**config.mk**
```make
export PLATFORM = sky130hd
export DESIGN_NAME = source_text_tokenizer
export DESIGN_NICKNAME = d
export VERILOG_FILES = /design/src/rtl/stt_pkg.sv /design/src/rtl/stt_front.sv /design/src/rtl/stt_back.sv /design/src/rtl/source_text_tokenizer.sv
export SDC_FILE = /design/constraint.sdc
export NUM_CORES = 2
export LEC_CHECK = 0
export BUFFER_PORTS_ARGS = -buffer_cell sky130_fd_sc_hd__buf_4
export CAP_MARGIN = 25
export CORE_UTILIZATION = 30
export CTS_CLUSTER_DIAMETER = 150
export DETAILED_ROUTE_END_ITERATION = 6
export GPL_TIMING_DRIVEN = 0
export PLACE_DENSITY = 0.53
export RECOVER_POWER = 25
export SLEW_MARGIN = 15
export SYNTH_ARGS = -nofsm -noshare
export SYNTH_HDL_FRONTEND = slang
export SYNTH_SLANG_ARGS = --single-unit
```
**constraint.sdc**
```tcl
create_clock -name clk -period 4.6 [get_ports clk]
set_input_delay 0.46 -clock clk [delete_from_list [all_inputs] [get_ports clk]]
set_output_delay 0.46 -clock clk [all_outputs]
set_load 0.02 [all_outputs]
```
**src/rtl/stt_pkg.sv**
```systemverilog
// Package: token kinds, error codes, lexer modes and word types for the tokenizer.
`timescale 1ns / 1ps
`default_nettype none
package stt_pkg;

    localparam logic [5:0] K_EOF    = 6'd0;
    localparam logic [5:0] K_EQUALS = 6'd1;
    localparam logic [5:0] K_MINUS  = 6'd6;
    localparam logic [5:0] K_DEQ    = 6'd18;
    localparam logic [5:0] K_ARROW  = 6'd19;
    localparam logic [5:0] K_STRING = 6'd20;
    localparam logic [5:0] K_NUMBER = 6'd21;
    localparam logic [5:0] K_IDENT  = 6'd22;
    localparam logic [5:0] K_KW0    = 6'd23;
    localparam logic [5:0] K_ERROR  = 6'd34;

    localparam logic [2:0] E_NONE   = 3'd0;
    localparam logic [2:0] E_STRING = 3'd1;
    localparam logic [2:0] E_HEX    = 3'd2;
    localparam logic [2:0] E_BIN    = 3'd3;
    localparam logic [2:0] E_OCT    = 3'd4;
    localparam logic [2:0] E_CHAR   = 3'd5;

    localparam int NUM_KW = 11;

    typedef struct packed {
        logic [7:0] char_byte;
        logic       end_of_file;
    } in_word_t;

    typedef struct packed {
        logic [5:0]  token_kind;
        logic [63:0] number_value;
        logic [31:0] text_start;
        logic [31:0] text_length;
        logic [2:0]  error_code;
        logic        last_of_run;
    } out_word_t;

    // classified byte handed from front to back
    typedef struct packed {
        logic [7:0] char_byte;
        logic       end_of_file;
        logic       is_space;
        logic       is_digit;
        logic       is_alpha;
        logic       is_word;
        logic [4:0] hex_val;   // 16 when not a hex digit
        logic [4:0] punct;     // 0 when not a plain punctuator, else kind
    } class_t;

    typedef enum logic [13:0] {
        M_IDLE  = 14'b00000000000001,
        M_STR   = 14'b00000000000010,
        M_ZERO  = 14'b00000000000100,
        M_DEC   = 14'b00000000001000,
        M_HEX0  = 14'b00000000010000,
        M_HEX   = 14'b00000000100000,
        M_BIN0  = 14'b00000001000000,
        M_BIN   = 14'b00000010000000,
        M_OCT0  = 14'b00000100000000,
        M_OCT   = 14'b00001000000000,
        M_IDENT = 14'b00010000000000,
        M_EQ    = 14'b00100000000000,
        M_MINUS = 14'b01000000000000,
        M_ERR   = 14'b10000000000000
    } mode_t;

    function automatic logic [4:0] punct_kind(input logic [7:0] b);
        logic [4:0] k;
        begin
            k = 5'd0;
            unique case (b)
                8'h3A: k = 5'd2;
                8'h3B: k = 5'd3;
                8'h2E: k = 5'd4;
                8'h2B: k = 5'd5;
                8'h2A: k = 5'd7;
                8'h2F: k = 5'd8;
                8'h2C: k = 5'd9;
                8'h28: k = 5'd10;
                8'h29: k = 5'd11;
                8'h7B: k = 5'd12;
                8'h7D: k = 5'd13;
                8'h5B: k = 5'd14;
                8'h5D: k = 5'd15;
                8'h3C: k = 5'd16;
                8'h3E: k = 5'd17;
                default: k = 5'd0;
            endcase
            return k;
        end
    endfunction

    function automatic logic [63:0] kw_text(input int k);
        logic [63:0] t;
        begin
            // byte 0 in bits [7:0]
            case (k)
                0:  t = 64'h0000000000726176;
                1:  t = 64'h000000000074656C;
                2:  t = 64'h6E6F6974636E7566;
                3:  t = 64'h00006E7275746572;
                4:  t = 64'h0000000000006669;
                5:  t = 64'h0000000065736C65;
                6:  t = 64'h000000656C696877;
                7:  t = 64'h0000000065757274;
                8:  t = 64'h00000065736C6166;
                9:  t = 64'h000000006C6C756E;
                default: t = 64'h000000006D756E65;
            endcase
            return t;
        end
    endfunction

    function automatic logic [3:0] kw_len(input int k);
        logic [3:0] l;
        begin
            case (k)
                0, 1: l = 4'd3;
                2:    l = 4'd8;
                3:    l = 4'd6;
                4:    l = 4'd2;
                6, 8: l = 4'd5;
                default: l = 4'd4;
            endcase
            return l;
        end
    endfunction

endpackage
`default_nettype wire

```
**src/rtl/stt_front.sv**
```systemverilog
// Front end: input register and byte classification.
`timescale 1ns / 1ps
`default_nettype none
module stt_front (
    input  wire logic              clk,
    input  wire logic              rst_n,
    input  wire logic              in_valid,
    output logic                   in_ready,
    input  wire stt_pkg::in_word_t in_data,
    output logic                   cls_valid,
    input  wire logic              cls_ready,
    output stt_pkg::class_t        cls_data
);
    import stt_pkg::*;

    class_t cls_next;
    class_t cls_data_reg;
    logic   cls_valid_reg;
    logic [7:0] b;

    always_comb
    begin
        b = in_data.char_byte;
        cls_next.char_byte   = b;
        cls_next.end_of_file = in_data.end_of_file;
        cls_next.is_space    = (b == 8'h20) || (b >= 8'd9 && b <= 8'd13);
        cls_next.is_digit    = (b >= 8'h30 && b <= 8'h39);
        cls_next.is_alpha    = (b >= 8'h61 && b <= 8'h7A) || (b >= 8'h41 && b <= 8'h5A);
        cls_next.is_word     = cls_next.is_alpha || cls_next.is_digit || (b == 8'h5F);
        if (cls_next.is_digit)
            cls_next.hex_val = {1'b0, b[3:0]};
        else if ((b >= 8'h61 && b <= 8'h66) || (b >= 8'h41 && b <= 8'h46))
            cls_next.hex_val = {1'b0, b[3:0]} + 5'd9;
        else
            cls_next.hex_val = 5'd16;
        cls_next.punct = punct_kind(b);
    end

    assign in_ready  = !cls_valid_reg || cls_ready;
    assign cls_valid = cls_valid_reg;
    assign cls_data  = cls_data_reg;

    always_ff @(posedge clk or negedge rst_n)
    begin
        if (!rst_n)
            cls_valid_reg <= 1'b0;
        else if (in_ready)
            cls_valid_reg <= in_valid;
    end

    always_ff @(posedge clk)
    begin
        if (in_ready && in_valid)
            cls_data_reg <= cls_next;
    end
endmodule
`default_nettype wire

```
**src/rtl/stt_back.sv**
```systemverilog
// Back end: lexer state machine, up to two result words per byte, output queue.
`timescale 1ns / 1ps
`default_nettype none
module stt_back #(
    parameter int OFFSET_BITS   = 32,
    parameter int KEYWORD_BYTES = 8
) (
    input  wire logic             clk,
    input  wire logic             rst_n,
    input  wire logic             cls_valid,
    output logic                  cls_ready,
    input  wire stt_pkg::class_t  cls_data,
    output logic                  out_valid,
    input  wire logic             out_ready,
    output stt_pkg::out_word_t    out_data
);
    import stt_pkg::*;

    localparam logic [OFFSET_BITS-1:0] POS_MAX = {OFFSET_BITS{1'b1}};
    localparam int KIDX = $clog2(KEYWORD_BYTES);

    mode_t mode_reg, mode_next;
    logic [63:0] acc_reg, acc_next;
    logic [OFFSET_BITS-1:0] start_reg, start_next;
    logic [OFFSET_BITS-1:0] len_reg, len_next;
    logic [OFFSET_BITS-1:0] pos_reg, pos_next;
    logic [KEYWORD_BYTES-1:0][7:0] pref_reg, pref_next;

    // two-entry output queue
    out_word_t q_reg [2];
    logic [1:0] cnt_reg;
    logic       rd_reg;

    out_word_t r0, r1, rid, rnum;
    logic [1:0] n;
    logic again;
    logic fire;
    logic [7:0] b;
    logic [63:0] pref_flat;
    logic [5:0] kw_kind;
    logic [OFFSET_BITS-1:0] pos_inc, len_inc;

    function automatic out_word_t mk(input logic [5:0] k, input logic [2:0] e);
        out_word_t w;
        begin
            w = '0;
            w.token_kind = k;
            w.error_code = e;
            return w;
        end
    endfunction

    assign b = cls_data.char_byte;
    assign pos_inc = (pos_reg == POS_MAX) ? POS_MAX : pos_reg + OFFSET_BITS'(1);
    assign len_inc = (len_reg == POS_MAX) ? POS_MAX : len_reg + OFFSET_BITS'(1);

    always_comb
    begin
        pref_flat = '0;
        for (int i = 0; i < 8; i++)
            pref_flat[i*8 +: 8] = pref_reg[i];
        kw_kind = K_IDENT;
        for (int k = NUM_KW - 1; k >= 0; k--)
            if (len_reg == OFFSET_BITS'(kw_len(k)) && pref_flat == kw_text(k))
                kw_kind = K_KW0 + 6'(k);
        rid = mk(kw_kind, E_NONE);
        if (kw_kind == K_IDENT)
        begin
            rid.text_start  = 32'(start_reg);
            rid.text_length = 32'(len_reg);
        end
        rnum = mk(K_NUMBER, E_NONE);
        rnum.number_value = acc_reg;
    end

    // one back-end step; queue must have room for two words
    assign fire      = cls_valid && (cnt_reg == 2'd0 || (cnt_reg == 2'd1 && out_ready));
    assign cls_ready = fire;

    always_comb
    begin
        mode_next  = mode_reg;
        acc_next   = acc_reg;
        start_next = start_reg;
        len_next   = len_reg;
        pos_next   = pos_inc;
        pref_next  = pref_reg;
        r0 = '0;
        r1 = '0;
        n = 2'd0;
        again = 1'b0;
        if (cls_data.end_of_file)
        begin
            unique case (mode_reg)
                M_STR:   begin r0 = mk(K_ERROR, E_STRING); n = 2'd1; end
                M_HEX0:  begin r0 = mk(K_ERROR, E_HEX); n = 2'd1; end
                M_BIN0:  begin r0 = mk(K_ERROR, E_BIN); n = 2'd1; end
                M_OCT0:  begin r0 = mk(K_ERROR, E_OCT); n = 2'd1; end
                M_ZERO, M_DEC, M_HEX, M_BIN, M_OCT: begin r0 = rnum; n = 2'd1; end
                M_IDENT: begin r0 = rid; n = 2'd1; end
                M_EQ:    begin r0 = mk(K_EQUALS, E_NONE); n = 2'd1; end
                M_MINUS: begin r0 = mk(K_MINUS, E_NONE); n = 2'd1; end
                default: ;
            endcase
            if (n == 2'd0) r0 = mk(K_EOF, E_NONE);
            else r1 = mk(K_EOF, E_NONE);
            n = n + 2'd1;
            mode_next  = M_IDLE;
            acc_next   = '0;
            start_next = '0;
            len_next   = '0;
            pos_next   = '0;
            pref_next  = '0;
        end
        else
        begin
            unique case (mode_reg)
                M_STR:
                    if (b == 8'h22) begin
                        r0 = mk(K_STRING, E_NONE);
                        r0.text_start  = 32'(start_reg);
                        r0.text_length = 32'(len_reg);
                        n = 2'd1;
                        mode_next = M_IDLE;
                    end else
                        len_next = len_inc;
                M_ZERO:
                    if (b == 8'h78 || b == 8'h58) mode_next = M_HEX0;
                    else if (b == 8'h62 || b == 8'h42) mode_next = M_BIN0;
                    else if (b == 8'h6F || b == 8'h4F) mode_next = M_OCT0;
                    else if (cls_data.is_digit) begin
                        mode_next = M_DEC;
                        acc_next = {acc_reg[60:0], 3'b0} + {acc_reg[62:0], 1'b0}
                                   + 64'(cls_data.hex_val);
                    end else begin
                        r0 = rnum; n = 2'd1; mode_next = M_IDLE; again = 1'b1;
                    end
                M_DEC:
                    if (cls_data.is_digit)
                        acc_next = {acc_reg[60:0], 3'b0} + {acc_reg[62:0], 1'b0}
                                   + 64'(cls_data.hex_val);
                    else begin
                        r0 = rnum; n = 2'd1; mode_next = M_IDLE; again = 1'b1;
                    end
                M_HEX0:
                    if (cls_data.hex_val < 5'd16) begin
                        acc_next = 64'(cls_data.hex_val); mode_next = M_HEX;
                    end else begin
                        r0 = mk(K_ERROR, E_HEX); n = 2'd1; mode_next = M_ERR;
                    end
                M_BIN0:
                    if (cls_data.hex_val < 5'd2) begin
                        acc_next = 64'(cls_data.hex_val); mode_next = M_BIN;
                    end else begin
                        r0 = mk(K_ERROR, E_BIN); n = 2'd1; mode_next = M_ERR;
                    end
                M_OCT0:
                    if (cls_data.hex_val < 5'd8) begin
                        acc_next = 64'(cls_data.hex_val); mode_next = M_OCT;
                    end else begin
                        r0 = mk(K_ERROR, E_OCT); n = 2'd1; mode_next = M_ERR;
                    end
                M_HEX:
                    if (cls_data.hex_val < 5'd16)
                        acc_next = {acc_reg[59:0], cls_data.hex_val[3:0]};
                    else begin
                        r0 = rnum; n = 2'd1; mode_next = M_IDLE; again = 1'b1;
                    end
                M_BIN:
                    if (cls_data.hex_val < 5'd2)
                        acc_next = {acc_reg[62:0], cls_data.hex_val[0]};
                    else begin
                        r0 = rnum; n = 2'd1; mode_next = M_IDLE; again = 1'b1;
                    end
                M_OCT:
                    if (cls_data.hex_val < 5'd8)
                        acc_next = {acc_reg[60:0], cls_data.hex_val[2:0]};
                    else begin
                        r0 = rnum; n = 2'd1; mode_next = M_IDLE; again = 1'b1;
                    end
                M_IDENT:
                    if (cls_data.is_word) begin
                        if (len_reg < OFFSET_BITS'(KEYWORD_BYTES))
                            pref_next[len_reg[KIDX-1:0]] = b;
                        len_next = len_inc;
                    end else begin
                        r0 = rid; n = 2'd1; mode_next = M_IDLE; again = 1'b1;
                    end
                M_EQ:
                begin
                    mode_next = M_IDLE; n = 2'd1;
                    if (b == 8'h3D) r0 = mk(K_DEQ, E_NONE);
                    else begin r0 = mk(K_EQUALS, E_NONE); again = 1'b1; end
                end
                M_MINUS:
                begin
                    mode_next = M_IDLE; n = 2'd1;
                    if (b == 8'h3E) r0 = mk(K_ARROW, E_NONE);
                    else begin r0 = mk(K_MINUS, E_NONE); again = 1'b1; end
                end
                M_ERR: ;
                default: again = 1'b1;   // idle
            endcase

            if (again && !cls_data.is_space)
            begin
                if (b == 8'h22) begin
                    mode_next = M_STR; start_next = pos_inc; len_next = '0;
                end else if (cls_data.is_digit) begin
                    acc_next = 64'(cls_data.hex_val);
                    mode_next = (b == 8'h30) ? M_ZERO : M_DEC;
                end else if (cls_data.is_alpha || b == 8'h5F) begin
                    pref_next = '0;
                    pref_next[0] = b;
                    start_next = pos_reg;
                    len_next = OFFSET_BITS'(1);
                    mode_next = M_IDENT;
                end else if (b == 8'h3D) mode_next = M_EQ;
                else if (b == 8'h2D) mode_next = M_MINUS;
                else begin
                    if (n == 2'd0) begin
                        r0 = (cls_data.punct != 5'd0) ? mk(6'(cls_data.punct), E_NONE)
                                                     : mk(K_ERROR, E_CHAR);
                    end else begin
                        r1 = (cls_data.punct != 5'd0) ? mk(6'(cls_data.punct), E_NONE)
                                                     : mk(K_ERROR, E_CHAR);
                    end
                    n = n + 2'd1;
                    if (cls_data.punct == 5'd0) mode_next = M_ERR;
                end
            end
        end
        if (n == 2'd1) r0.last_of_run = 1'b1;
        if (n == 2'd2) r1.last_of_run = 1'b1;
    end

    always_ff @(posedge clk or negedge rst_n)
    begin
        if (!rst_n)
        begin
            mode_reg  <= M_IDLE;
            acc_reg   <= '0;
            start_reg <= '0;
            len_reg   <= '0;
            pos_reg   <= '0;
            pref_reg  <= '0;
        end
        else if (fire)
        begin
            mode_reg  <= mode_next;
            acc_reg   <= acc_next;
            start_reg <= start_next;
            len_reg   <= len_next;
            pos_reg   <= pos_next;
            pref_reg  <= pref_next;
        end
    end

    // queue control: rd_reg points at head word
    logic pop;
    logic [1:0] cnt_after;
    assign pop = out_valid && out_ready;
    assign cnt_after = cnt_reg - {1'b0, pop};

    always_ff @(posedge clk or negedge rst_n)
    begin
        if (!rst_n)
        begin
            cnt_reg <= 2'd0;
            rd_reg  <= 1'b0;
        end
        else
        begin
            cnt_reg <= cnt_after + (fire ? n : 2'd0);
            if (pop) rd_reg <= ~rd_reg;
        end
    end

    logic wr0;
    assign wr0 = rd_reg ^ pop ^ cnt_after[0];

    always_ff @(posedge clk)
    begin
        if (fire && n != 2'd0) q_reg[wr0] <= r0;
        if (fire && n == 2'd2) q_reg[~wr0] <= r1;
    end

    assign out_valid = cnt_reg != 2'd0;
    assign out_data  = q_reg[rd_reg];
endmodule
`default_nettype wire

```
**src/rtl/source_text_tokenizer.sv**
```systemverilog
// Top level of the streaming source text tokenizer.
// Usage:
//  - in channel (in_valid/in_ready/in_data): one source byte per word, or an
//    end word (end_of_file=1) that flushes any pending token and emits Eof.
//  - out channel (out_valid/out_ready/out_data): token words; last_of_run
//    marks the final word caused by one input word.
//  - Path: input word -> front register -> back end -> output queue.
//  - Throughput: one byte per cycle while the output queue has room; a byte
//    that yields two words fills the two-entry queue; it drains one word a cycle.
//  - Reset: lexer returns to idle with position zero; output queue and front
//    register empty. When the receiver stalls, the output queue fills and the
//    back end, then the front register, hold off in_ready; no word is dropped.
`timescale 1ns / 1ps
`default_nettype none
module source_text_tokenizer #(
    parameter int OFFSET_BITS   = 32,
    parameter int KEYWORD_BYTES = 8
) (
    input  wire logic               clk,
    input  wire logic               rst_n,
    input  wire logic               in_valid,
    output logic                    in_ready,
    input  wire stt_pkg::in_word_t  in_data,
    output logic                    out_valid,
    input  wire logic               out_ready,
    output stt_pkg::out_word_t      out_data
);
    import stt_pkg::*;

    logic   cls_valid, cls_ready;
    class_t cls_data;

    stt_front u_front (
        .clk(clk), .rst_n(rst_n),
        .in_valid(in_valid), .in_ready(in_ready), .in_data(in_data),
        .cls_valid(cls_valid), .cls_ready(cls_ready), .cls_data(cls_data)
    );

    stt_back #(.OFFSET_BITS(OFFSET_BITS), .KEYWORD_BYTES(KEYWORD_BYTES)) u_back (
        .clk(clk), .rst_n(rst_n),
        .cls_valid(cls_valid), .cls_ready(cls_ready), .cls_data(cls_data),
        .out_valid(out_valid), .out_ready(out_ready), .out_data(out_data)
    );

    a_kind_range: assert property (@(posedge clk) disable iff (!rst_n)
        out_valid |-> out_data.token_kind <= K_ERROR)
        else $error("token kind out of range");
    a_err_kind: assert property (@(posedge clk) disable iff (!rst_n)
        out_valid && out_data.error_code != E_NONE |-> out_data.token_kind == K_ERROR)
        else $error("error code on non-error word");
    a_eof_last: assert property (@(posedge clk) disable iff (!rst_n)
        out_valid && out_data.token_kind == K_EOF |-> out_data.last_of_run)
        else $error("Eof not last of run");
endmodule
`default_nettype wire

```
==> impl_results.md <==
- Outcome: complete, but fails checks
- Failing checks: design-rule violations, max-capacitance violations, max-slew violations
- Leak: 15.45 nW
- Die height: 322.8 um
- Peak Freq: 223.5 MHz
- Sw Share: 38.88%
- Worst Path Class, Setup: reg2reg
- Hpwl dp: 81560 um
- Count leader, synth: a22o_1
- Crit start category: flop
- Internal: 9.503 mW
- Share of the yosys chip area belonging to registers: 40.34%
- Combinational fraction of design power: 33.0%
- Via count: 28.54k
- Share of post-route cells with drive strength above 1: 16.07%
- Final WL: 112700 um
- Most frequent cells after synthesis: 352 x a22o_1, 258 x dfxtp_1, 243 x nand2_1
- Core ar.: 101900 um^2
- Initial antenna violation count: 5
- Starting Density: 30.30%
- GR Overflow Total: 0
- Max incr delay on CP: 0.59 ns
- Clock share of power: 32.5%
- Yosys top cell area share: 19.53%
- NumNets Final: 3689
- Post-Synthesis Cells: 3276
- WP data required: 5.01 ns
- Synth top area cells: dfrtp_1 20%, dfxtp_1 17%, a22o_1 10%
- Clock Sinks: 541
- Power per cell area: 425.9 nW/um^2
- Die width: 322.8 um
- MaxCap Viol Count: 2
- Crit path max fanout: 11
- CTS Buf Count: 61
- Synth Register Bits: 541
- Htree depth: 2
- Final Skew: 0.05448 ns
- Largest net degree at the start of global routing: 96
- Fillcell total: 10.49k
- CTS Buffer Depth: 3
- First-pass GRT wire length: 171600 um
- Slew Viols, Final: 151
- Period minus WS final: 4.474 ns
- Crit path max-delay family: compound AO/OA/AOI/OAI gates
- Vias in the first global route: 27.22k
- Final instance area: 36500 um^2
- DR DRC count: 13
- I/O Pins: 153
- Rows: 117
- Final Setup Violations: 0
- Worst setup EP type: flop
- Worst Path Arrival: 4.88 ns
- Seq pwr share: 34.4%
- Pwr Total: 15.55 mW
- Routed WL per cell: 22.72 um
- Tcrit/Tclk final: 97.26%
- Layout area overhead: 18.24%
- Synthesized cell area: 30870 um^2
- Clock latency on the worst-skew pair: 0.68 ns
- Syn_nets: 3427
- Worst-path clk slew: 0.07 ns
- Hold Fails Final Rpt: 0
- Buffers added on ports: 152
- Unrepaired setup endpoints after global routing: no
- Async SR Flop Fraction: 44.73%
- EDFF count, synth: 41
- Iteration-0 DRC Markers: 2959
- CTS tree: done
- Synthesized area per cell: 9.424 um^2
- Switch Pwr: 6.045 mW
- Worst-Margin Slew: 2.064 ns
- Worst path cell trace: buf_2 > or4_4 > nor4_4 > buf_4 > a31oi_1 > o22ai_2 > a2111oi_2 > buf_1 > inv_1 > ha_1 > o41a_4 > o211ai_4 > a21boi_4 > buf_12 > buf_6 > clkinvlp_4
- Ys Warns: 0
- Clock root buffer master: clkbuf_16
- Slowest cell on the critical path: or4_4
- Full die area: 104200 um^2
- Post-synth top flop: dfxtp_1
- Post-DRT Antenna Nets: 0
- Dpl cell area: 33910 um^2
- Placer Congestion: 0.9555
- Vias per cell: 5.755
- Unique masters post-synth: 100
- Largest register FFs: 276
- Worst vdd ir: 269.0 uV
- Rel. slew slack: -37.57%
- DRT Pass-1 Iters: 7
- Tot GR Track Use: 21.08%
- Worst min-delay path category: in2reg
- Worst Path Buf+Inv: 7
- Area leader, netlist: dfrtp_1
[logic make-up (layout without fill, tap and decap cells)]
logic type	Yosys count	count (layout)	synth area share (%)
buffers and inverters	290	605	4.162
and+or+nand+nor	893	893	14.56
adders and majority gates	138	138	5.666
AOI/OAI and AO/OA	1208	1208	28.26
xor gates and xnor gates	58	58	1.645
DFF	541	541	40.34
other	0	1	0
muxes	148	148	5.366
[power groups by stage]
stage	combinational (mW)	clock, mW	sequential (mW)
after CTS	5.02	5.18	5.34
final	5.14	5.06	5.35
after global routing	5.44	5.35	5.38
after global placement	4.77	0	5.43
after detailed placement	4.81	0	5.43
after floorplan	2.91	0	5.31
[path summary, 6_finish.rpt]
kind | slack, ns | start | endpoint | depth (start not counted)
max in group asynchronous | 0.76 | rst_n | u_back.acc_reg[40] | 3
worst max register to register | 0.13 | u_back.mode_reg[11] | u_back.q_reg[0][3] | 16
worst max-delay path | 0.13 | u_back.mode_reg[11] | u_back.q_reg[0][3] | 16
min in group asynchronous | 0.88 | rst_n | u_back.pref_flat[28] | 2
worst min-delay path | 0.14 | in_data[7] | u_front.cls_data[21] | 1
worst min register to register | 0.47 | u_back.q_reg[1][59] | u_back.q_reg[1][59] | 1
[placed cells by master, fill, tap and decap left out, types with 15 or more instances in the layout]
cell,count
a22o_1,352
dfxtp_1,258
nand2_1,242
dfrtp_1,240
a21oi_1,221
nor2_1,213
o21ai_0,205
buf_4,170
clkbuf_1,160
mux2_2,140
ha_1,135
nand3_1,75
clkbuf_16,66
inv_1,64
a222oi_1,60
a21o_1,57
nor3_1,54
a31oi_1,54
nand4_1,43
edfxtp_1,41
nor4_1,40
buf_2,31
xnor2_1,31
and3_1,29
xor2_1,27
o31ai_1,26
buf_6,23
nand2b_1,22
o21a_1,21
or3_1,21
nor2b_1,20
clkbuf_2,18
clkbuf_8,17
a22oi_1,15
[timing repair]
item | 4_1_cts | 5_1_grt
endpoints found under the setup margin | 367 | 388
pin swaps | 7 | 5
hold buffers | 7 | 0
endpoints found under the hold margin | 79 | 0
buffers inserted | 17 | 10
gates cloned | 1 | 1
gates resized for setup | 37 | 44
[per-layer routing]
metal  GRT usage, %  share of wire [%]
met1          29.80                 45
met2          32.63                 45
met3          3.441                7.0
met4          6.488                3.0
met5              0              0.032
[stage by stage]
stage               hold WS (ns)  setup TNS (ns)  cells  setup WS [ns]  util [%]
finish                    0.1386               0   4960         0.1258     35.83
global route              0.1404               0   4959        0.01410     35.82
CTS                    0.0004176       -0.007500   4948      -0.001657     35.69
detailed placement        0.4575         -246.21   4809         -1.215     33.28
global placement          0.4547         -358.68   4796         -1.568     33.10
floorplan                 0.1644               0   3276         0.3895         -
[layout make-up]
class                           instances  area, um^2  area share, %
Inverter                               67       259.0         0.7095
Antenna cell                            1       2.502       0.006855
Multi-Input combinational cell       2445       17350          47.54
Buffer                                218        1060          2.903
Timing Repair inverter                  2       12.51        0.03428
Sequential cell                       541       12450          34.12
Clock inverter                         25       207.7         0.5690
Tap cell                             1368        1712          4.689
Clock buffer                           91        1916          5.248
Timing Repair Buffer                  202        1526          4.182
Power figures use the tool's default switching activity.
